===== src/rtl/rms_level_meter_db_defines.svh =====
// Assertion helpers shared by the RTL of the level meter.
// All checks sample on the rising edge of clk.
`ifndef RMS_LEVEL_METER_DB_DEFINES_SVH
`define RMS_LEVEL_METER_DB_DEFINES_SVH

// Check that is ignored while rst is high.
`define RLM_ASSERT(label, prop, msg) \
  label: assert property (@(posedge clk) disable iff (rst) prop) else $error(msg);

// Check that holds during reset too.
`define RLM_ASSERT_ALWAYS(label, prop, msg) \
  label: assert property (@(posedge clk) prop) else $error(msg);

`endif


===== src/rtl/rlm_pkg.sv =====
`timescale 1ns / 1ps
package rlm_pkg;

  localparam int SAMPLE_BITS = 16;
  localparam int MAX_FRAME   = 1024;
  localparam int CNT_W       = $clog2(MAX_FRAME + 1);
  localparam int ENERGY_W    = 40;
  localparam int MUL_W       = 31;
  localparam int PROD_W      = 2 * MUL_W;
  localparam int FRAC_BITS   = 16;
  localparam int EXP_W       = 6;
  localparam int LG_W        = EXP_W + FRAC_BITS;
  localparam int LEVEL_W     = 16;

  localparam logic [CNT_W-1:0]   FRAME_LIMIT       = CNT_W'(MAX_FRAME);
  localparam logic [MUL_W-1:0]   DB_PER_OCTAVE_Q16 = MUL_W'(197283);
  localparam logic [LEVEL_W-1:0] LEVEL_FLOOR       = 16'h8000;

  // Control into and status out of the normalizer.
  typedef struct packed {
    logic                start;
    logic [ENERGY_W-1:0] x;
  } norm_ctl_t;

  typedef struct packed {
    logic             done;
    logic [EXP_W-1:0] expo;
    logic [MUL_W-1:0] mant;
  } norm_stat_t;

endpackage


===== src/rtl/rlm_mult.sv =====
`timescale 1ns / 1ps
module rlm_mult (
  input  logic                       clk,
  input  logic [rlm_pkg::MUL_W-1:0]  a,
  input  logic [rlm_pkg::MUL_W-1:0]  b,
  output logic [rlm_pkg::PROD_W-1:0] prod
);
  import rlm_pkg::*;

  // One registered unsigned multiply, shared by squares, log2 and dB steps.
  always_ff @(posedge clk) begin
    prod <= PROD_W'(a) * PROD_W'(b);
  end

endmodule


===== src/rtl/rlm_norm.sv =====
`timescale 1ns / 1ps
module rlm_norm (
  input  logic                clk,
  input  logic                rst,
  input  rlm_pkg::norm_ctl_t  ctl,
  output rlm_pkg::norm_stat_t stat
);
  import rlm_pkg::*;

  logic                busy;
  logic [ENERGY_W-1:0] mreg;
  logic [EXP_W-1:0]    expo;
  logic                high;
  logic                settled;

  // The value is settled once its top set bit sits at bit MUL_W-1 (Q1.30).
  assign high    = |mreg[ENERGY_W-1:MUL_W];
  assign settled = !high && mreg[MUL_W-1];

  always_ff @(posedge clk) begin
    if (rst) begin
      busy <= 1'b0;
    end else if (ctl.start) begin
      busy <= 1'b1;
    end else if (busy && settled) begin
      busy <= 1'b0;
    end
  end

  // One bit position per cycle; right shifts truncate.
  always_ff @(posedge clk) begin
    if (ctl.start) begin
      mreg <= ctl.x;
      expo <= EXP_W'(MUL_W - 1);
    end else if (busy && !settled) begin
      if (high) begin
        mreg <= mreg >> 1;
        expo <= expo + 1'b1;
      end else begin
        mreg <= mreg << 1;
        expo <= expo - 1'b1;
      end
    end
  end

  assign stat.done = busy && settled;
  assign stat.expo = expo;
  assign stat.mant = mreg[MUL_W-1:0];

endmodule


===== src/rtl/rms_level_meter_db.sv =====
`timescale 1ns / 1ps
// Flow: a sample without tlast is squared and then accumulated before the next one is taken.
// A frame end gives its level after two bit-serial normalizations and two 16-round log2 loops
// on one shared 31x31 multiplier; a silent frame skips them.
// No new sample is taken until the level of a frame end has moved to the output register,
// and a stalled output holds the sequencer until the level is taken.
// Reset: rst is synchronous and active high; it clears the energy, the count and the output.
`include "rms_level_meter_db_defines.svh"
module rms_level_meter_db (
  input  logic        clk,
  input  logic        rst,
  input  logic        s_tvalid,
  output logic        s_tready,
  input  logic [15:0] s_tdata,   // [15:0] sample
  input  logic        s_tlast,   // frame_last
  output logic        m_tvalid,
  input  logic        m_tready,
  output logic [15:0] m_tdata,   // [15:0] level_db
  output logic        m_tuser    // level_status
);
  import rlm_pkg::*;

  // Sequencer states.
  localparam logic [3:0] ST_IDLE = 4'd0;
  localparam logic [3:0] ST_SQR  = 4'd1;
  localparam logic [3:0] ST_ACC  = 4'd2;
  localparam logic [3:0] ST_NORM = 4'd3;
  localparam logic [3:0] ST_LMUL = 4'd4;
  localparam logic [3:0] ST_LRND = 4'd5;
  localparam logic [3:0] ST_DIFF = 4'd6;
  localparam logic [3:0] ST_DMUL = 4'd7;
  localparam logic [3:0] ST_DRND = 4'd8;
  localparam logic [3:0] ST_DONE = 4'd9;

  localparam int SUM_W = ENERGY_W + 1;
  localparam int D_W   = LG_W + 2;
  localparam int RND_W = 42;
  localparam int Q_W   = RND_W - 24;
  // Full scale squared, as log2 in Q.16: 2*(SAMPLE_BITS-1) octaves.
  localparam logic [D_W-1:0]   FS_LG2_Q16 = D_W'(2 * (SAMPLE_BITS - 1) * (1 << FRAC_BITS));
  localparam logic [RND_W-1:0] ROUND_HALF = RND_W'(1) << 23;

  logic [3:0]          state;
  logic [ENERGY_W-1:0] energy_sum;
  logic [CNT_W-1:0]    sample_count;
  logic [CNT_W-1:0]    hold_count;
  logic                last_r;
  logic                phase;      // 0 while taking log2 of the energy, 1 for the count
  logic [3:0]          rnd;
  logic [FRAC_BITS-1:0] frac;
  logic [EXP_W-1:0]    exp_r;
  logic [LG_W-1:0]     lg_e;
  logic [LG_W-1:0]     lg_c;
  logic [MUL_W-1:0]    op_a;
  logic [MUL_W-1:0]    op_b;
  logic [PROD_W-1:0]   prod;
  logic [LEVEL_W-1:0]  res_level;
  logic                res_status;

  logic [15:0]          sample_mag;
  logic                 keep;
  logic [SUM_W-1:0]     e_sum;
  logic [ENERGY_W-1:0]  e_new;
  logic [CNT_W-1:0]     c_new;
  logic [MUL_W:0]       sq;
  logic                 sq_bit;
  logic [FRAC_BITS-1:0] frac_next;
  logic [D_W-1:0]       d;
  logic [D_W-1:0]       mag;
  logic [RND_W-1:0]     rnd_sum;
  logic [Q_W-1:0]       q;
  logic                 accept;
  logic                 out_load;
  norm_ctl_t            norm_ctl;
  norm_stat_t           norm_stat;

  // The magnitude of -32768 is 0x8000, which is correct as an unsigned value.
  assign sample_mag = s_tdata[15] ? (~s_tdata + 16'd1) : s_tdata;
  assign accept     = s_tvalid && s_tready;
  assign s_tready   = (state == ST_IDLE);

  // Samples past the frame limit are dropped, but tlast still closes the frame.
  assign keep  = sample_count < FRAME_LIMIT;
  assign e_sum = SUM_W'(energy_sum) + SUM_W'(prod[MUL_W-1:0]);
  assign e_new = !keep ? energy_sum :
                 (e_sum[ENERGY_W] ? {ENERGY_W{1'b1}} : e_sum[ENERGY_W-1:0]);
  assign c_new = keep ? sample_count + 1'b1 : sample_count;

  // One log2 fraction round: square the Q1.30 mantissa and renormalize to [1, 2).
  assign sq        = prod[PROD_W-1:MUL_W-1];
  assign sq_bit    = sq[MUL_W];
  assign frac_next = {frac[FRAC_BITS-2:0], sq_bit};

  // Level in octaves below full scale, then scaled to decibels with rounding.
  assign d       = D_W'(lg_e) - D_W'(lg_c) - FS_LG2_Q16;
  assign mag     = -d;
  assign rnd_sum = prod[RND_W-1:0] + ROUND_HALF;
  assign q       = rnd_sum[RND_W-1:24];

  // The shared multiplier squares op_a except while scaling by dB per octave.
  assign op_b = (state == ST_DMUL) ? DB_PER_OCTAVE_Q16 : op_a;

  rlm_mult u_mult (
    .clk  (clk),
    .a    (op_a),
    .b    (op_b),
    .prod (prod)
  );

  always_comb begin
    norm_ctl.start = 1'b0;
    norm_ctl.x     = ENERGY_W'(hold_count);
    if (state == ST_ACC) begin
      norm_ctl.start = last_r && (e_new != '0);
      norm_ctl.x     = e_new;
    end else if (state == ST_LRND) begin
      norm_ctl.start = (rnd == 4'd15) && !phase;
    end
  end

  rlm_norm u_norm (
    .clk  (clk),
    .rst  (rst),
    .ctl  (norm_ctl),
    .stat (norm_stat)
  );

  assign out_load = (state == ST_DONE) && (!m_tvalid || m_tready);

  // Sequencer and frame state.
  always_ff @(posedge clk) begin
    if (rst) begin
      state        <= ST_IDLE;
      energy_sum   <= '0;
      sample_count <= '0;
    end else begin
      unique case (state)
        ST_IDLE: begin
          if (accept) begin
            state <= ST_SQR;
          end
        end
        ST_SQR: begin
          state <= ST_ACC;
        end
        ST_ACC: begin
          if (!last_r) begin
            energy_sum   <= e_new;
            sample_count <= c_new;
            state        <= ST_IDLE;
          end else begin
            energy_sum   <= '0;
            sample_count <= '0;
            state        <= (e_new == '0) ? ST_DONE : ST_NORM;
          end
        end
        ST_NORM: begin
          if (norm_stat.done) begin
            state <= ST_LMUL;
          end
        end
        ST_LMUL: begin
          state <= ST_LRND;
        end
        ST_LRND: begin
          if (rnd != 4'd15) begin
            state <= ST_LMUL;
          end else begin
            state <= phase ? ST_DIFF : ST_NORM;
          end
        end
        ST_DIFF: begin
          state <= d[D_W-1] ? ST_DMUL : ST_DONE;
        end
        ST_DMUL: begin
          state <= ST_DRND;
        end
        ST_DRND: begin
          state <= ST_DONE;
        end
        ST_DONE: begin
          if (out_load) begin
            state <= ST_IDLE;
          end
        end
        default: begin
          state <= ST_IDLE;
        end
      endcase
    end
  end

  // Datapath registers of the sequencer.
  always_ff @(posedge clk) begin
    case (state)
      ST_IDLE: begin
        op_a   <= MUL_W'(sample_mag);
        last_r <= s_tlast;
      end
      ST_ACC: begin
        hold_count <= c_new;
        phase      <= 1'b0;
        res_level  <= LEVEL_FLOOR;
        res_status <= 1'b1;
      end
      ST_NORM: begin
        op_a  <= norm_stat.mant;
        exp_r <= norm_stat.expo;
        rnd   <= '0;
        frac  <= '0;
      end
      ST_LRND: begin
        op_a <= sq_bit ? sq[MUL_W:1] : sq[MUL_W-1:0];
        frac <= frac_next;
        rnd  <= rnd + 1'b1;
        if (rnd == 4'd15) begin
          if (phase) begin
            lg_c <= {exp_r, frac_next};
          end else begin
            lg_e  <= {exp_r, frac_next};
            phase <= 1'b1;
          end
        end
      end
      ST_DIFF: begin
        op_a       <= MUL_W'(mag);
        res_level  <= '0;
        res_status <= 1'b0;
      end
      ST_DRND: begin
        if (|q[Q_W-1:15]) begin
          res_level <= LEVEL_FLOOR;
        end else begin
          res_level <= -{1'b0, q[14:0]};
        end
      end
      default: begin
      end
    endcase
  end

  // Output register: the input side is free again while a level waits here.
  always_ff @(posedge clk) begin
    if (rst) begin
      m_tvalid <= 1'b0;
    end else if (out_load) begin
      m_tvalid <= 1'b1;
    end else if (m_tready) begin
      m_tvalid <= 1'b0;
    end
  end

  always_ff @(posedge clk) begin
    if (out_load) begin
      m_tdata <= res_level;
      m_tuser <= res_status;
    end
  end

  `RLM_ASSERT(a_count_bound, sample_count <= FRAME_LIMIT, "sample count passed the frame limit")
  `RLM_ASSERT(a_level_not_positive, m_tvalid |-> (m_tdata[15] || m_tdata == 16'd0), "level above 0 dBFS")
  `RLM_ASSERT(a_silent_floor, (m_tvalid && m_tuser) |-> (m_tdata == LEVEL_FLOOR), "silent frame not at floor")
  `RLM_ASSERT(a_round_exp, (state == ST_LRND) |-> (exp_r < EXP_W'(ENERGY_W)), "log2 exponent out of range")
  `RLM_ASSERT_ALWAYS(a_reset_idle, $past(rst) |-> (state == ST_IDLE && !m_tvalid), "not idle after reset")

endmodule


===== config.mk =====
export PLATFORM = sky130hd
export DESIGN_NAME = rms_level_meter_db
export DESIGN_NICKNAME = d
export VERILOG_FILES = /design/src/rtl/rlm_pkg.sv /design/src/rtl/rlm_mult.sv /design/src/rtl/rlm_norm.sv /design/src/rtl/rms_level_meter_db.sv
export VERILOG_INCLUDE_DIRS = /design/src /design/src/rtl
export SDC_FILE = /design/constraint.sdc
export NUM_CORES = 2
export LEC_CHECK = 0
export ABC_AREA = 0
export BUFFER_PORTS_ARGS = -buffer_cell sky130_fd_sc_hd__buf_2
export CAP_MARGIN = 20
export CORE_ASPECT_RATIO = 1.2
export CORE_MARGIN = 3
export CORE_UTILIZATION = 55
export DETAILED_ROUTE_END_ITERATION = 16
export PLACE_DENSITY = 0.67
export SETUP_SLACK_MARGIN = 0.1
export SLEW_MARGIN = 5
export SYNTH_ARGS = -nofsm -noshare
export SYNTH_HDL_FRONTEND = slang
export SYNTH_SLANG_ARGS = --single-unit

===== constraint.sdc =====
create_clock -name clk -period 10.1 [get_ports clk]
set_input_delay 1.515 -clock clk [delete_from_list [all_inputs] [get_ports clk]]
set_output_delay 1.515 -clock clk [all_outputs]
set_load 0.005 [all_outputs]

==> flow_summary.yaml <==
critical_path:
  slowest_stage: "and2_1"
  worstSetupPathType: "flip-flop to flip-flop"
  path_common_cell: "fa_1"
  critPathLaunchType: "flip-flop"
  cpPeakStageDelay_ns: 0.87
  cp_data_required_time_ns: 10.58
  cp_max_fo: 104
  end_kind: "flip-flop"
  cp_data_arrival_time_ns: 9.83
grt:
  grtUsageTotal_pct: 32.6
  antenna_found_initial: 1
  grt_pass1_wl_mm: 226
  grt_remaining_overflow: 0
  grt_max_degree: 105
  grt_pass1_vias: 38900
detailed_routing:
  via_per_inst: 5.88
  postRouteAntennaNets: 0
  num_vias: 36700
  post_drt_wl_per_cell_um: 23.1
  drc: 0
  routed_wirelength_mm: 144
  drt_first_pass_iters: 9
  drtIter0Drc: 3117
timing:
  fmax_ghz: 0.107
  finalCritPeriodShare_pct: 92.6
  final_hold_viol_count: 0
  setup_violations: 0
  rsz0062_at_grt: "no"
  tns_ns: 0
  fin_crit_ns: 9.35
  skew_ns: 0.0173
  drv_slew: 0
  worstMarginPinSlew_ns: 1.03
  maxSlewHeadroom_pct: 31.2
synth:
  syn-num-nets: 6398
  synthTopCellsByCount: "inv_1, fa_1, nand2_1, and3_1, ha_1"
  postSynthAreaPerCell_um2: 9.21
  syn_inst: 5218
  synth_edf_count: 187
  async_flop_share_pct: 0
  synthDistinctLibCells: 85
  synth_area_um2: 48100
  yosys_warnings: 0
  yosys_register_bits: 312
  synthDominantCellAreaShare_pct: 35.0
  synth-main-ff-cell: "edfxtp_1"
  synth_area_leaders: "fa_1, edfxtp_1, ha_1"
  yosysMostFrequentCell: "inv_1"
  yosysTopAreaCell: "fa_1"
  ys_seq_area_share_pct: 16.9
die:
  dieArea_um2: 91000
  initial_core_util_pct: 55.6
  rows: 118
  core_area_um2: 86500
  io_pins: 40
  die_x_um: 276
  die_h_um: 330
finish:
  area.sequential_um2: 8120
  syn2layout_area_growth_pct: 4.87
  stdcell_area_um2: 50400
  multiInputGateArea_um2: 35000
  finalNonFillerCells: 6237
  drive_gt1_share_pct: 4.79
  fin_nets: 6252
  fillerInstances: 7839
  utilization_pct: 58.3
clock_tree:
  htreeDepth: 1
  clock_latency_ns: 0.59
  clk_path_buf_depth: 3
  cts_tree: "done"
  cts_sinks: 312
  ctsHoldBuffers: 0
  numCtsBuffers: 30
  cts_resized: 0
  cts-root-buf: "clkbuf_16"
  clkTransAtPathRegs_ns: 0.07
  cts_setup_buffers: 0
place:
  placed_area_um2: 49300
  io_buffers: 39
  dp.cells: 6180
  place.gp.congestion: 0.955
  dp_hpwl_mm: 110
outcome:
  status: "finished clean"
job:
  cap_violations: 0
worst_hold_path:
  min_path_type: "flip-flop to flip-flop"
## cells by family after synthesis
kind of cell	after synthesis	synth area share, %
compound gates	603	8.24
xor+xnor	178	3.24
fa+ha+maj	1159	43.3
buf+inv	1303	10.3
flops	312	16.9
mux	85	1.81
simple gates	1578	16.2
## stage by stage
step                      worst slack [ns]  hold WS [ns]
after floorplan                       1.59         0.400
after global placement                1.02         0.404
after detailed placement             0.855         0.409
after CTS                            0.833         0.425
after global routing                 0.266         0.430
final                                0.746         0.424
## critical path, delay by kind of cell (launching register included)
family	cells	cell delay, ns
AND/OR/NAND/NOR	8	2.32
buffers and inverters	4	0.52
adder cells (fa/ha/maj)	9	4.37
AO/OA/AOI/OAI	7	1.42
flip-flops	1	0.38
XOR/XNOR	1	0.15
## final timing paths
path / from / end / slack, ns / cells after the start
min: res_level[15] / m_tdata[15] / 0.42 / 0
min reg2reg: res_level[15] / m_tdata[15] / 0.42 / 0
max: state[0] / u_mult.prod[56] / 0.75 / 29
max reg2reg: state[0] / u_mult.prod[56] / 0.75 / 29
## final cells by class
type                    instances  share of cell area, %
diodes                          1                0.00496
clock buffers                  31                   1.50
clock inverters                25                  0.633
inverters                     981                   7.31
multi-input cells            3603                   69.5
flip-flops and latches        312                   16.1
well taps                    1140                   2.83
repair buffers                144                   2.12
## sequential cells by signal, indices dropped and copies added, names as in the netlist, 15 cells and up
register     count
u_mult.prod     62
frac            15
op_a            31
m_tdata         16
lg_e            22
energy_sum      40
lg_c            22
res_level       16
u_norm.mreg     40
## per-layer routing
metal / vias to the layer above / wire length [um] / GRT usage, %
met3: 403 / 11900 / 5.67
met4: 0 / 8050 / 14.4
li1: 16300 / - / -
met1: 18400 / 53700 / 40.9
met5: - / 0 / 0
met2: 1597 / 70200 / 55.3
## cells in the final DEF (no fill, tap or decap), types with 30 or more instances in the layout
| master | Yosys | final |
|---|---|---|
| mux2i_1 | 71 | 71 |
| dfxtp_1 | 125 | 124 |
| and3_1 | 359 | 359 |
| buf_2 | 8 | 39 |
| a21o_1 | 62 | 62 |
| nand2_1 | 569 | 568 |
| and2_1 | 147 | 147 |
| xor2_1 | 64 | 64 |
| nor3_1 | 56 | 55 |
| ha_1 | 319 | 319 |
| clkbuf_16 | 0 | 30 |
| a21oi_1 | 175 | 175 |
| inv_1 | 979 | 978 |
| buf_4 | 0 | 99 |
| xnor2_1 | 114 | 114 |
| nand2b_1 | 35 | 35 |
| edfxtp_1 | 187 | 187 |
| nand3_1 | 67 | 66 |
| o21ai_0 | 103 | 103 |
| fa_1 | 840 | 840 |
| nor2_1 | 229 | 229 |
Power is left out: the tool's default activity adds up to more than one toggle a clock period on the data nets, which glitch-free logic cannot reach.
